--- config.mk ---
export PLATFORM = sky130hd
export DESIGN_NAME = geohash_encoder
export DESIGN_NICKNAME = d
export VERILOG_FILES = /design/src/rtl/core/gh_pkg.sv /design/src/rtl/core/gh_front.sv /design/src/rtl/core/gh_queue.sv /design/src/rtl/core/gh_back.sv /design/src/rtl/core/geohash_encoder.sv
export SDC_FILE = /design/constraint.sdc
export NUM_CORES = 2
export LEC_CHECK = 0
export BUFFER_PORTS_ARGS = -buffer_cell sky130_fd_sc_hd__buf_2
export CAP_MARGIN = 20
export CORE_MARGIN = 2
export CORE_UTILIZATION = 55
export CTS_CLUSTER_DIAMETER = 40
export DETAILED_ROUTE_END_ITERATION = 12
export GPL_ROUTABILITY_DRIVEN = 0
export HOLD_SLACK_MARGIN = 0.1
export PLACE_DENSITY_LB_ADDON = 0.1
export SLEW_MARGIN = 5
export SYNTH_ARGS = -nofsm -noshare
export SYNTH_HDL_FRONTEND = slang
export SYNTH_SLANG_ARGS = --single-unit
export TNS_END_PERCENT = 5
--- constraint.sdc ---
create_clock -name i_clk -period 7.6 [get_ports i_clk]
set_input_delay 1.52 -clock i_clk [delete_from_list [all_inputs] [get_ports i_clk]]
set_output_delay 1.52 -clock i_clk [all_outputs]
set_load 0.05 [all_outputs]
--- src/rtl/core/gh_pkg.sv ---
// Shared constants and the character table of the geohash encoder.
package gh_pkg;

    // Bisection depth per axis for the longest code (25 + 25 bits)
    localparam int unsigned IDX_W = 25;

    // Width of the scaled offsets fed to the divide-by-45 step
    localparam int unsigned OFS_W = 31;

    // Longitude: offset to the lowest cell edge minus one, and its top clamp
    localparam logic signed [34:0] LON_OFS = 35'sd3019898879;
    localparam logic [33:0]        LON_TOP = 34'd6039797759;

    // Latitude: same, over the half-width range
    localparam logic signed [33:0] LAT_OFS = 34'sd1509949439;
    localparam logic [31:0]        LAT_TOP = 32'd3019898879;

    // Reciprocal of 45 scaled by 2^37; exact quotient for any 31-bit dividend
    localparam logic [31:0]        RECIP_45 = 32'd3054198967;
    localparam int unsigned        RECIP_SH = 37;
    localparam int unsigned        PROD_W   = OFS_W + 32;

    // Reset value of the code length register
    localparam logic [3:0]         LEN_RESET = 4'd10;

    // Map a 5-bit group to its ASCII geohash character
    function automatic logic [6:0] gh_char(input logic [4:0] sel);
        logic [6:0] ch;
        case (sel)
            5'd0:    ch = 7'h30;
            5'd1:    ch = 7'h31;
            5'd2:    ch = 7'h32;
            5'd3:    ch = 7'h33;
            5'd4:    ch = 7'h34;
            5'd5:    ch = 7'h35;
            5'd6:    ch = 7'h36;
            5'd7:    ch = 7'h37;
            5'd8:    ch = 7'h38;
            5'd9:    ch = 7'h39;
            5'd10:   ch = 7'h62;
            5'd11:   ch = 7'h63;
            5'd12:   ch = 7'h64;
            5'd13:   ch = 7'h65;
            5'd14:   ch = 7'h66;
            5'd15:   ch = 7'h67;
            5'd16:   ch = 7'h68;
            5'd17:   ch = 7'h6A;
            5'd18:   ch = 7'h6B;
            5'd19:   ch = 7'h6D;
            5'd20:   ch = 7'h6E;
            5'd21:   ch = 7'h70;
            5'd22:   ch = 7'h71;
            5'd23:   ch = 7'h72;
            5'd24:   ch = 7'h73;
            5'd25:   ch = 7'h74;
            5'd26:   ch = 7'h75;
            5'd27:   ch = 7'h76;
            5'd28:   ch = 7'h77;
            5'd29:   ch = 7'h78;
            5'd30:   ch = 7'h79;
            5'd31:   ch = 7'h7A;
            default: ch = 7'h30;
        endcase
        return ch;
    endfunction

endpackage

--- src/rtl/core/gh_front.sv ---
// Front end: offsets, clamps and divides a coordinate pair into interleaved cell bits.
module gh_front #(
    parameter int unsigned CODE_W = 50,
    parameter int unsigned LEN_W  = 4
) (
    input  logic                i_clk,
    input  logic                i_rst_n,
    input  logic                i_valid,
    output logic                o_ready,
    input  logic signed [31:0]  i_latitude,
    input  logic signed [32:0]  i_longitude,
    input  logic [LEN_W-1:0]    i_len,
    output logic                o_valid,
    input  logic                i_ready,
    output logic [CODE_W-1:0]   o_code,
    output logic [LEN_W-1:0]    o_len
);
    import gh_pkg::*;

    logic                r_a_valid;
    logic [OFS_W-1:0]    r_a_lon;
    logic [OFS_W-1:0]    r_a_lat;
    logic [LEN_W-1:0]    r_a_len;
    logic                r_b_valid;
    logic [IDX_W-1:0]    r_b_lon;
    logic [IDX_W-1:0]    r_b_lat;
    logic [LEN_W-1:0]    r_b_len;

    logic signed [34:0]  lon_u;
    logic signed [33:0]  lat_u;
    logic [33:0]         lon_c;
    logic [31:0]         lat_c;
    logic [PROD_W-1:0]   lon_prod;
    logic [PROD_W-1:0]   lat_prod;
    logic                a_adv;
    logic                b_adv;

    // Stall chain: each stage moves when the next one has room
    assign b_adv   = !r_b_valid || i_ready;
    assign a_adv   = !r_a_valid || b_adv;
    assign o_ready = a_adv;
    assign o_valid = r_b_valid;
    assign o_len   = r_b_len;

    // Shift to cell offsets and clamp out-of-range values to the end cells
    always_comb begin
        lon_u = $signed({{2{i_longitude[32]}}, i_longitude}) + LON_OFS;
        lat_u = $signed({{2{i_latitude[31]}}, i_latitude}) + LAT_OFS;
        if (lon_u[34]) begin
            lon_c = '0;
        end else if (lon_u[33:0] > LON_TOP) begin
            lon_c = LON_TOP;
        end else begin
            lon_c = lon_u[33:0];
        end
        if (lat_u[33]) begin
            lat_c = '0;
        end else if (lat_u[31:0] > LAT_TOP) begin
            lat_c = LAT_TOP;
        end else begin
            lat_c = lat_u[31:0];
        end
    end

    // Divide by 45 through the reciprocal; cell index is the quotient
    assign lon_prod = PROD_W'(r_a_lon) * PROD_W'(RECIP_45);
    assign lat_prod = PROD_W'(r_a_lat) * PROD_W'(RECIP_45);

    // Stage A: scaled offsets (clamped longitude never sets its top bit)
    always_ff @(posedge i_clk) begin
        if (!i_rst_n) begin
            r_a_valid <= 1'b0;
        end else if (a_adv) begin
            r_a_valid <= i_valid;
        end
        if (a_adv && i_valid) begin
            r_a_lon <= lon_c[32:2];
            r_a_lat <= lat_c[31:1];
            r_a_len <= i_len;
        end
    end

    // Stage B: registered quotients
    always_ff @(posedge i_clk) begin
        if (!i_rst_n) begin
            r_b_valid <= 1'b0;
        end else if (b_adv) begin
            r_b_valid <= r_a_valid;
        end
        if (b_adv && r_a_valid) begin
            r_b_lon <= lon_prod[RECIP_SH +: IDX_W];
            r_b_lat <= lat_prod[RECIP_SH +: IDX_W];
            r_b_len <= r_a_len;
        end
    end

    // Interleave, longitude first, most significant bits first
    for (genvar j = 0; j < CODE_W; j++) begin : g_mix
        if (j % 2 == 0) begin : g_lon
            assign o_code[CODE_W-1-j] = r_b_lon[IDX_W-1-j/2];
        end else begin : g_lat
            assign o_code[CODE_W-1-j] = r_b_lat[IDX_W-1-j/2];
        end
    end

endmodule

--- src/rtl/core/gh_queue.sv ---
// Two-entry queue between the front end and the character serializer.
module gh_queue #(
    parameter int unsigned DATA_W = 54
) (
    input  logic               i_clk,
    input  logic               i_rst_n,
    input  logic               i_push,
    input  logic [DATA_W-1:0]  i_data,
    output logic               o_full,
    input  logic               i_pop,
    output logic               o_valid,
    output logic [DATA_W-1:0]  o_data
);
    logic [DATA_W-1:0] r_slot [2];
    logic              r_wr;
    logic              r_rd;
    logic [1:0]        r_count;

    assign o_full  = (r_count == 2'd2);
    assign o_valid = (r_count != 2'd0);
    assign o_data  = r_slot[r_rd];

    // Advance pointers and track occupancy
    always_ff @(posedge i_clk) begin
        if (!i_rst_n) begin
            r_wr    <= 1'b0;
            r_rd    <= 1'b0;
            r_count <= 2'd0;
        end else begin
            if (i_push) begin
                r_wr <= ~r_wr;
            end
            if (i_pop) begin
                r_rd <= ~r_rd;
            end
            r_count <= r_count + 2'(i_push) - 2'(i_pop);
        end
    end

    // Store entries
    always_ff @(posedge i_clk) begin
        if (i_push) begin
            r_slot[r_wr] <= i_data;
        end
    end

endmodule

--- src/rtl/core/gh_back.sv ---
// Back end: serializes one code word into characters behind an output register.
module gh_back #(
    parameter int unsigned CODE_W = 50,
    parameter int unsigned LEN_W  = 4
) (
    input  logic               i_clk,
    input  logic               i_rst_n,
    input  logic               i_valid,
    output logic               o_pop,
    input  logic [CODE_W-1:0]  i_code,
    input  logic [LEN_W-1:0]   i_len,
    output logic               o_valid,
    input  logic               i_ready,
    output logic [6:0]         o_char_code,
    output logic               o_last
);
    import gh_pkg::*;

    logic               r_busy;
    logic [CODE_W-1:0]  r_code;
    logic [LEN_W-1:0]   r_left;
    logic               r_out_valid;
    logic [6:0]         r_char;
    logic               r_last;

    logic               n_busy;
    logic [CODE_W-1:0]  n_code;
    logic [LEN_W-1:0]   n_left;
    logic               n_out_valid;
    logic [6:0]         n_char;
    logic               n_last;
    logic               adv;
    logic               final_char;

    assign adv         = !r_out_valid || i_ready;
    assign final_char  = (r_left == LEN_W'(1));
    assign o_valid     = r_out_valid;
    assign o_char_code = r_char;
    assign o_last      = r_last;

    // Emit one character per free output slot; load the next word on the final one
    always_comb begin
        n_busy      = r_busy;
        n_code      = r_code;
        n_left      = r_left;
        n_out_valid = r_out_valid;
        n_char      = r_char;
        n_last      = r_last;
        o_pop       = 1'b0;
        if (adv) begin
            n_out_valid = r_busy;
            if (r_busy) begin
                n_char = gh_char(r_code[CODE_W-1 -: 5]);
                n_last = final_char;
                n_code = r_code << 5;
                n_left = r_left - LEN_W'(1);
            end
            if (!r_busy || final_char) begin
                o_pop  = i_valid;
                n_busy = i_valid;
                if (i_valid) begin
                    n_code = i_code;
                    n_left = i_len;
                end
            end
        end
    end

    // Hold control state
    always_ff @(posedge i_clk) begin
        if (!i_rst_n) begin
            r_busy      <= 1'b0;
            r_out_valid <= 1'b0;
        end else begin
            r_busy      <= n_busy;
            r_out_valid <= n_out_valid;
        end
    end

    // Hold payload
    always_ff @(posedge i_clk) begin
        r_code <= n_code;
        r_left <= n_left;
        r_char <= n_char;
        r_last <= n_last;
    end

endmodule

--- src/rtl/core/geohash_encoder.sv ---
// Top level of the geohash encoder: config register, front end, queue and serializer.
//
//  channel | direction | handshake                    | payload
//  --------+-----------+------------------------------+--------------------------------
//  in      | to block  | i_in_valid / o_in_ready      | i_latitude, i_longitude
//  out     | from block| o_out_valid / i_out_ready    | o_char_code, o_last
//  cfg     | to block  | i_cfg_valid / o_cfg_ready    | i_cfg_code_length
//
// An item yields one character per output transfer, code_length characters in all
// (1 to MAX_CHARS), sent one by one through the output register.
// A pair passes the offset stage, then the divide stage, before it enters the queue;
// for an idle block the serializer then loads it and registers its first character.
// Synchronous active-low reset clears all valid flags and sets the length to 10.
// Either side may stall; the two-entry queue lets the front end accept pairs till full.
module geohash_encoder #(
    parameter int unsigned MAX_CHARS = 10
) (
    input  logic               i_clk,
    input  logic               i_rst_n,
    input  logic               i_in_valid,
    output logic               o_in_ready,
    input  logic signed [31:0] i_latitude,
    input  logic signed [32:0] i_longitude,
    output logic               o_out_valid,
    input  logic               i_out_ready,
    output logic [6:0]         o_char_code,
    output logic               o_last,
    input  logic               i_cfg_valid,
    output logic               o_cfg_ready,
    input  logic [3:0]         i_cfg_code_length
);
    import gh_pkg::*;

    localparam int unsigned CODE_W = 5 * MAX_CHARS;
    localparam int unsigned LEN_W  = $clog2(MAX_CHARS + 1);

    logic [3:0]         r_code_length;
    logic [LEN_W-1:0]   len_eff;
    logic               f_valid;
    logic               f_ready;
    logic [CODE_W-1:0]  f_code;
    logic [LEN_W-1:0]   f_len;
    logic               q_full;
    logic               q_valid;
    logic               q_pop;
    logic [CODE_W+LEN_W-1:0] q_data;

    assign o_cfg_ready = 1'b1;
    assign f_ready     = !q_full;

    // Hold the length register
    always_ff @(posedge i_clk) begin
        if (!i_rst_n) begin
            r_code_length <= LEN_RESET;
        end else if (i_cfg_valid) begin
            r_code_length <= i_cfg_code_length;
        end
    end

    // Bound the length to one through MAX_CHARS
    always_comb begin
        if (r_code_length == 4'd0) begin
            len_eff = LEN_W'(1);
        end else if (32'(r_code_length) > MAX_CHARS) begin
            len_eff = LEN_W'(MAX_CHARS);
        end else begin
            len_eff = LEN_W'(r_code_length);
        end
    end

    gh_front #(
        .CODE_W (CODE_W),
        .LEN_W  (LEN_W)
    ) u_front (
        .i_clk       (i_clk),
        .i_rst_n     (i_rst_n),
        .i_valid     (i_in_valid),
        .o_ready     (o_in_ready),
        .i_latitude  (i_latitude),
        .i_longitude (i_longitude),
        .i_len       (len_eff),
        .o_valid     (f_valid),
        .i_ready     (f_ready),
        .o_code      (f_code),
        .o_len       (f_len)
    );

    gh_queue #(
        .DATA_W (CODE_W + LEN_W)
    ) u_queue (
        .i_clk   (i_clk),
        .i_rst_n (i_rst_n),
        .i_push  (f_valid && f_ready),
        .i_data  ({f_code, f_len}),
        .o_full  (q_full),
        .i_pop   (q_pop),
        .o_valid (q_valid),
        .o_data  (q_data)
    );

    gh_back #(
        .CODE_W (CODE_W),
        .LEN_W  (LEN_W)
    ) u_back (
        .i_clk       (i_clk),
        .i_rst_n     (i_rst_n),
        .i_valid     (q_valid),
        .o_pop       (q_pop),
        .i_code      (q_data[CODE_W+LEN_W-1:LEN_W]),
        .i_len       (q_data[LEN_W-1:0]),
        .o_valid     (o_out_valid),
        .i_ready     (i_out_ready),
        .o_char_code (o_char_code),
        .o_last      (o_last)
    );

endmodule

==> flow_metrics.py <==
metrics = {
    "routing": {
        "remaining_drc_errors": 0,
        "drt-total-wl_um": 91200,
        "drtIter0Drc": 1503,
        "vias": 25000,
        "dr.pass1.iters": 5,
        "wire_per_inst_um": 19.7,
        "viasPerCell": 5.43,
        "ant_nets": 0,
    },
    "timing": {
        "timing.setup.tns_ns": 0,
        "relSlewSlack_pct": 30.6,
        "rsz0062_at_grt": "true",
        "max_freq_mhz": 135,
        "whs_ns": 0.424,
        "hold_viol": 0,
        "slew_violations": 0,
        "worstMarginPinSlew_ns": 1.04,
        "min_period_ns": 7.41,
        "fin_skew_ns": 0.0513,
        "finalCritPeriodShare_pct": 97.4,
        "setup_viol": 0,
    },
    "global_routing": {
        "grtUsageMet1_pct": 36.4,
        "grtUsageMet2_pct": 40.1,
        "grt_pass1_vias": 26600,
        "gr-usage-met3_pct": 4.77,
        "overflow": 0,
        "grt_start_max_net_pins": 104,
        "grt_usage_pct": 25.3,
        "busiest_layer": "met2",
        "antenna_found_initial": 1,
        "grt_pass1_wl_um": 143000,
    },
    "yosys": {
        "syn-instance-count": 3492,
        "synth_seq_cells": 302,
        "synth_cell_types": 80,
        "synth_ff_type": "edfxtp_1",
        "synthAdderAreaFrac_pct": 50.8,
        "synth_top_family_by_area": "adder cells",
        "syn_area_per_cell_um2": 11.1,
        "syn_area_mm2": 0.0389,
        "synth-compound-area-share_pct": 7.93,
        "synthSimpleGateAreaFrac_pct": 5.34,
        "ys_seq_area_share_pct": 23.0,
        "ys_warn_count": 0,
        "async_flop_share_pct": 0,
        "synth_edf_count": 289,
        "synth_xor_area_share_pct": 2.32,
        "muxShareOfSynthArea_pct": 1.52,
    },
    "finish": {
        "layout.cells.non_filler": 4616,
        "diodes": 0,
        "fin_nets": 4933,
        "drive_above_1_share_pct": 7.92,
        "final_cell_mix": "inv_1 (885), ha_1 (634), fa_1 (586)",
        "area_growth_pct": 9.44,
        "final_common_cell": "inv_1",
    },
    "cts": {
        "htreeDepth": 2,
        "clk_pin_slew_ns": 0.06,
        "cts_root_buffer": "clkbuf_16",
        "insertion_delay_ns": 0.62,
        "cts.sinks": 302,
        "clockBufferDepth": 3,
        "numCtsBuffers": 48,
        "tritoncts": "yes",
    },
    "critical_path": {
        "cp-endpoint": "u_front.r_b_lat[13]$_DFFE_PP_",
        "critPathArrivalTime_ns": 7.87,
        "regToRegEndpoint": "u_front.r_b_lat[13]$_DFFE_PP_",
        "timing.rr.start": "u_front.r_a_lat[28]$_SDFFCE_PP0P_",
        "regToRegSetupSlack_ns": 0.19,
        "crit_fanout": 4,
        "r2r_cells": 26,
        "startpoint_type": "flip-flop",
        "cp.required_ns": 8.07,
        "cp-end-kind": "flip-flop",
        "startpoint": "u_front.r_a_lat[28]$_SDFFCE_PP0P_",
        "path_class": "reg -> reg",
    },
    "floorplan": {
        "pin_count": 85,
        "core_mm2": 0.0700,
        "dieArea_mm2": 0.0728,
        "die_w_um": 270,
        "fp.dieH_um": 270,
        "placementRows": 97,
        "initial_core_util_pct": 55.5,
    },
    "job": {
        "maxCapViolCount": 0,
    },
    "placed_design": {
        "dp.cells": 4523,
        "place.port_buffers": 82,
        "hpwl_um": 79600,
    },
    "status": {
        "outcome": "complete, no violations",
    },
    "hold_path": {
        "hp-class": "reg -> reg",
    },
}
-- worst max-delay path, stage by stage (launching register included) --
cell,delay [ns]
edfxtp_1,0.42
buf_4,0.18
ha_1,0.34
inv_1,0.09
fa_1,0.43
fa_1,0.55
inv_1,0.10
fa_1,0.49
inv_1,0.05
fa_1,0.48
inv_1,0.05
fa_1,0.44
fa_1,0.51
inv_1,0.06
fa_1,0.48
inv_1,0.05
ha_1,0.32
and3_1,0.23
o211a_1,0.13
o211a_1,0.23
o21ai_0,0.29
a41oi_2,0.10
buf_4,0.21
o21ai_4,0.24
a21boi_2,0.09
or4b_2,0.63
nand4_1,0.09
-- through the flow --
stage | instance area (um^2) | setup WS, ns | utilization [%]
floorplan | 38900 | 0.495 | -
global placement | 40700 | -0.110 | 58.1
detailed placement | 40700 | -0.393 | 58.1
CTS | 42400 | 0.0157 | 60.5
global route | 42500 | -0.0502 | 60.7
finish | 42500 | 0.195 | 60.7
-- cells by family (layout without fill, tap and decap cells) --
| group | after synthesis | count (layout) |
|---|---|---|
| mux | 59 | 59 |
| xor+xnor | 103 | 103 |
| fa+ha+maj | 1224 | 1224 |
| compound gates | 467 | 467 |
| flops | 302 | 302 |
| other cells | 1 | 2 |
| buf+inv | 936 | 1119 |
| simple gates | 400 | 400 |
-- how the worst min path moves through the flow --
stage	startpoint	to	slack, ns	cells after the start
detailed placement	u_front.r_a_len[2]$_SDFFCE_PP0P_	u_front.o_len[2]$_DFFE_PP_	0.41	0
CTS	u_front.r_a_len[2]$_SDFFCE_PP0P_	u_front.o_len[2]$_DFFE_PP_	0.43	0
finish	u_front.r_a_len[3]$_SDFFCE_PP0P_	u_front.o_len[3]$_DFFE_PP_	0.42	0
floorplan	u_front.r_a_len[0]$_SDFFCE_PP1P_	u_front.o_len[0]$_DFFE_PP_	0.40	0
global route	u_front.r_a_len[0]$_SDFFCE_PP1P_	u_front.o_len[0]$_DFFE_PP_	0.43	0
global placement	u_front.r_a_len[0]$_SDFFCE_PP1P_	u_front.o_len[0]$_DFFE_PP_	0.41	0
-- sequential cells by signal, indices dropped and copies added, names as in the netlist, 2 cells and up, named ones only --
name and count:
u_front.r_a_lon 31, u_queue.r_count 2, u_back.r_code 50, u_front.r_a_len 4
u_back.o_char_code 6, u_front.r_b_lon 25, u_back.r_left 4, u_front.r_b_lat 25
u_front.o_len 4, r_code_length 4, u_queue.r_slot 108, u_front.r_a_lat 31
-- timing repair --
item / in CTS / in global routing
setup buffers: 0 / 3
hold buffers: 0 / 0
pin swaps: 0 / 4
resized for setup: 5 / 25
setup endpoints to repair: 9 / 25
-- synthesized netlist by cell type, drive strengths merged, types with 6 or more instances --
cell | count | area, um^2
o21a | 18 | 136
o211ai | 10 | 75.1
and2 | 11 | 68.8
dfxtp | 13 | 260
and3 | 10 | 62.6
nor4 | 9 | 68.8
nand2 | 80 | 300
nor2b | 61 | 382
mux2i | 58 | 581
o211a | 7 | 70.1
edfxtp | 289 | 8680
nor3 | 31 | 155
nand2b | 11 | 68.8
buf | 12 | 78.8
ha | 635 | 7950
a21o | 55 | 413
fa | 588 | 11800
xor2 | 28 | 245
a221oi | 6 | 52.6
o2111ai | 11 | 96.3
xnor2 | 75 | 657
inv | 886 | 3330
or3 | 15 | 93.8
clkbuf | 38 | 143
a211oi | 54 | 405
o21bai | 7 | 52.6
a31oi | 13 | 81.3
nor2 | 92 | 345
a21oi | 168 | 923
nand4 | 19 | 119
o21ai | 76 | 380
or2 | 6 | 37.5
nand3 | 28 | 140
-- layer usage --
metal | wire length (um) | vias to the layer above | share of wire, %
li1 | - | 11700 | -
met1 | 41600 | 12500 | 46
met2 | 41800 | 660 | 46
met3 | 6120 | 103 | 6.7
met4 | 1660 | 2 | 1.8
met5 | 13 | - | 0.014
-- final cells by class --
class	count	area [um^2]
Multi-Input combinational cell	2255	26600
Inverter	886	3330
Clock inverter	35	423
Timing Repair Buffer	143	868
Fill cell	5807	27500
Sequential cell	302	8940
Clock buffer	55	1230
Tap cell	940	1180
Power is not shown: default switching activity piles up to over one toggle a cycle in this logic, so the estimate is an artifact.
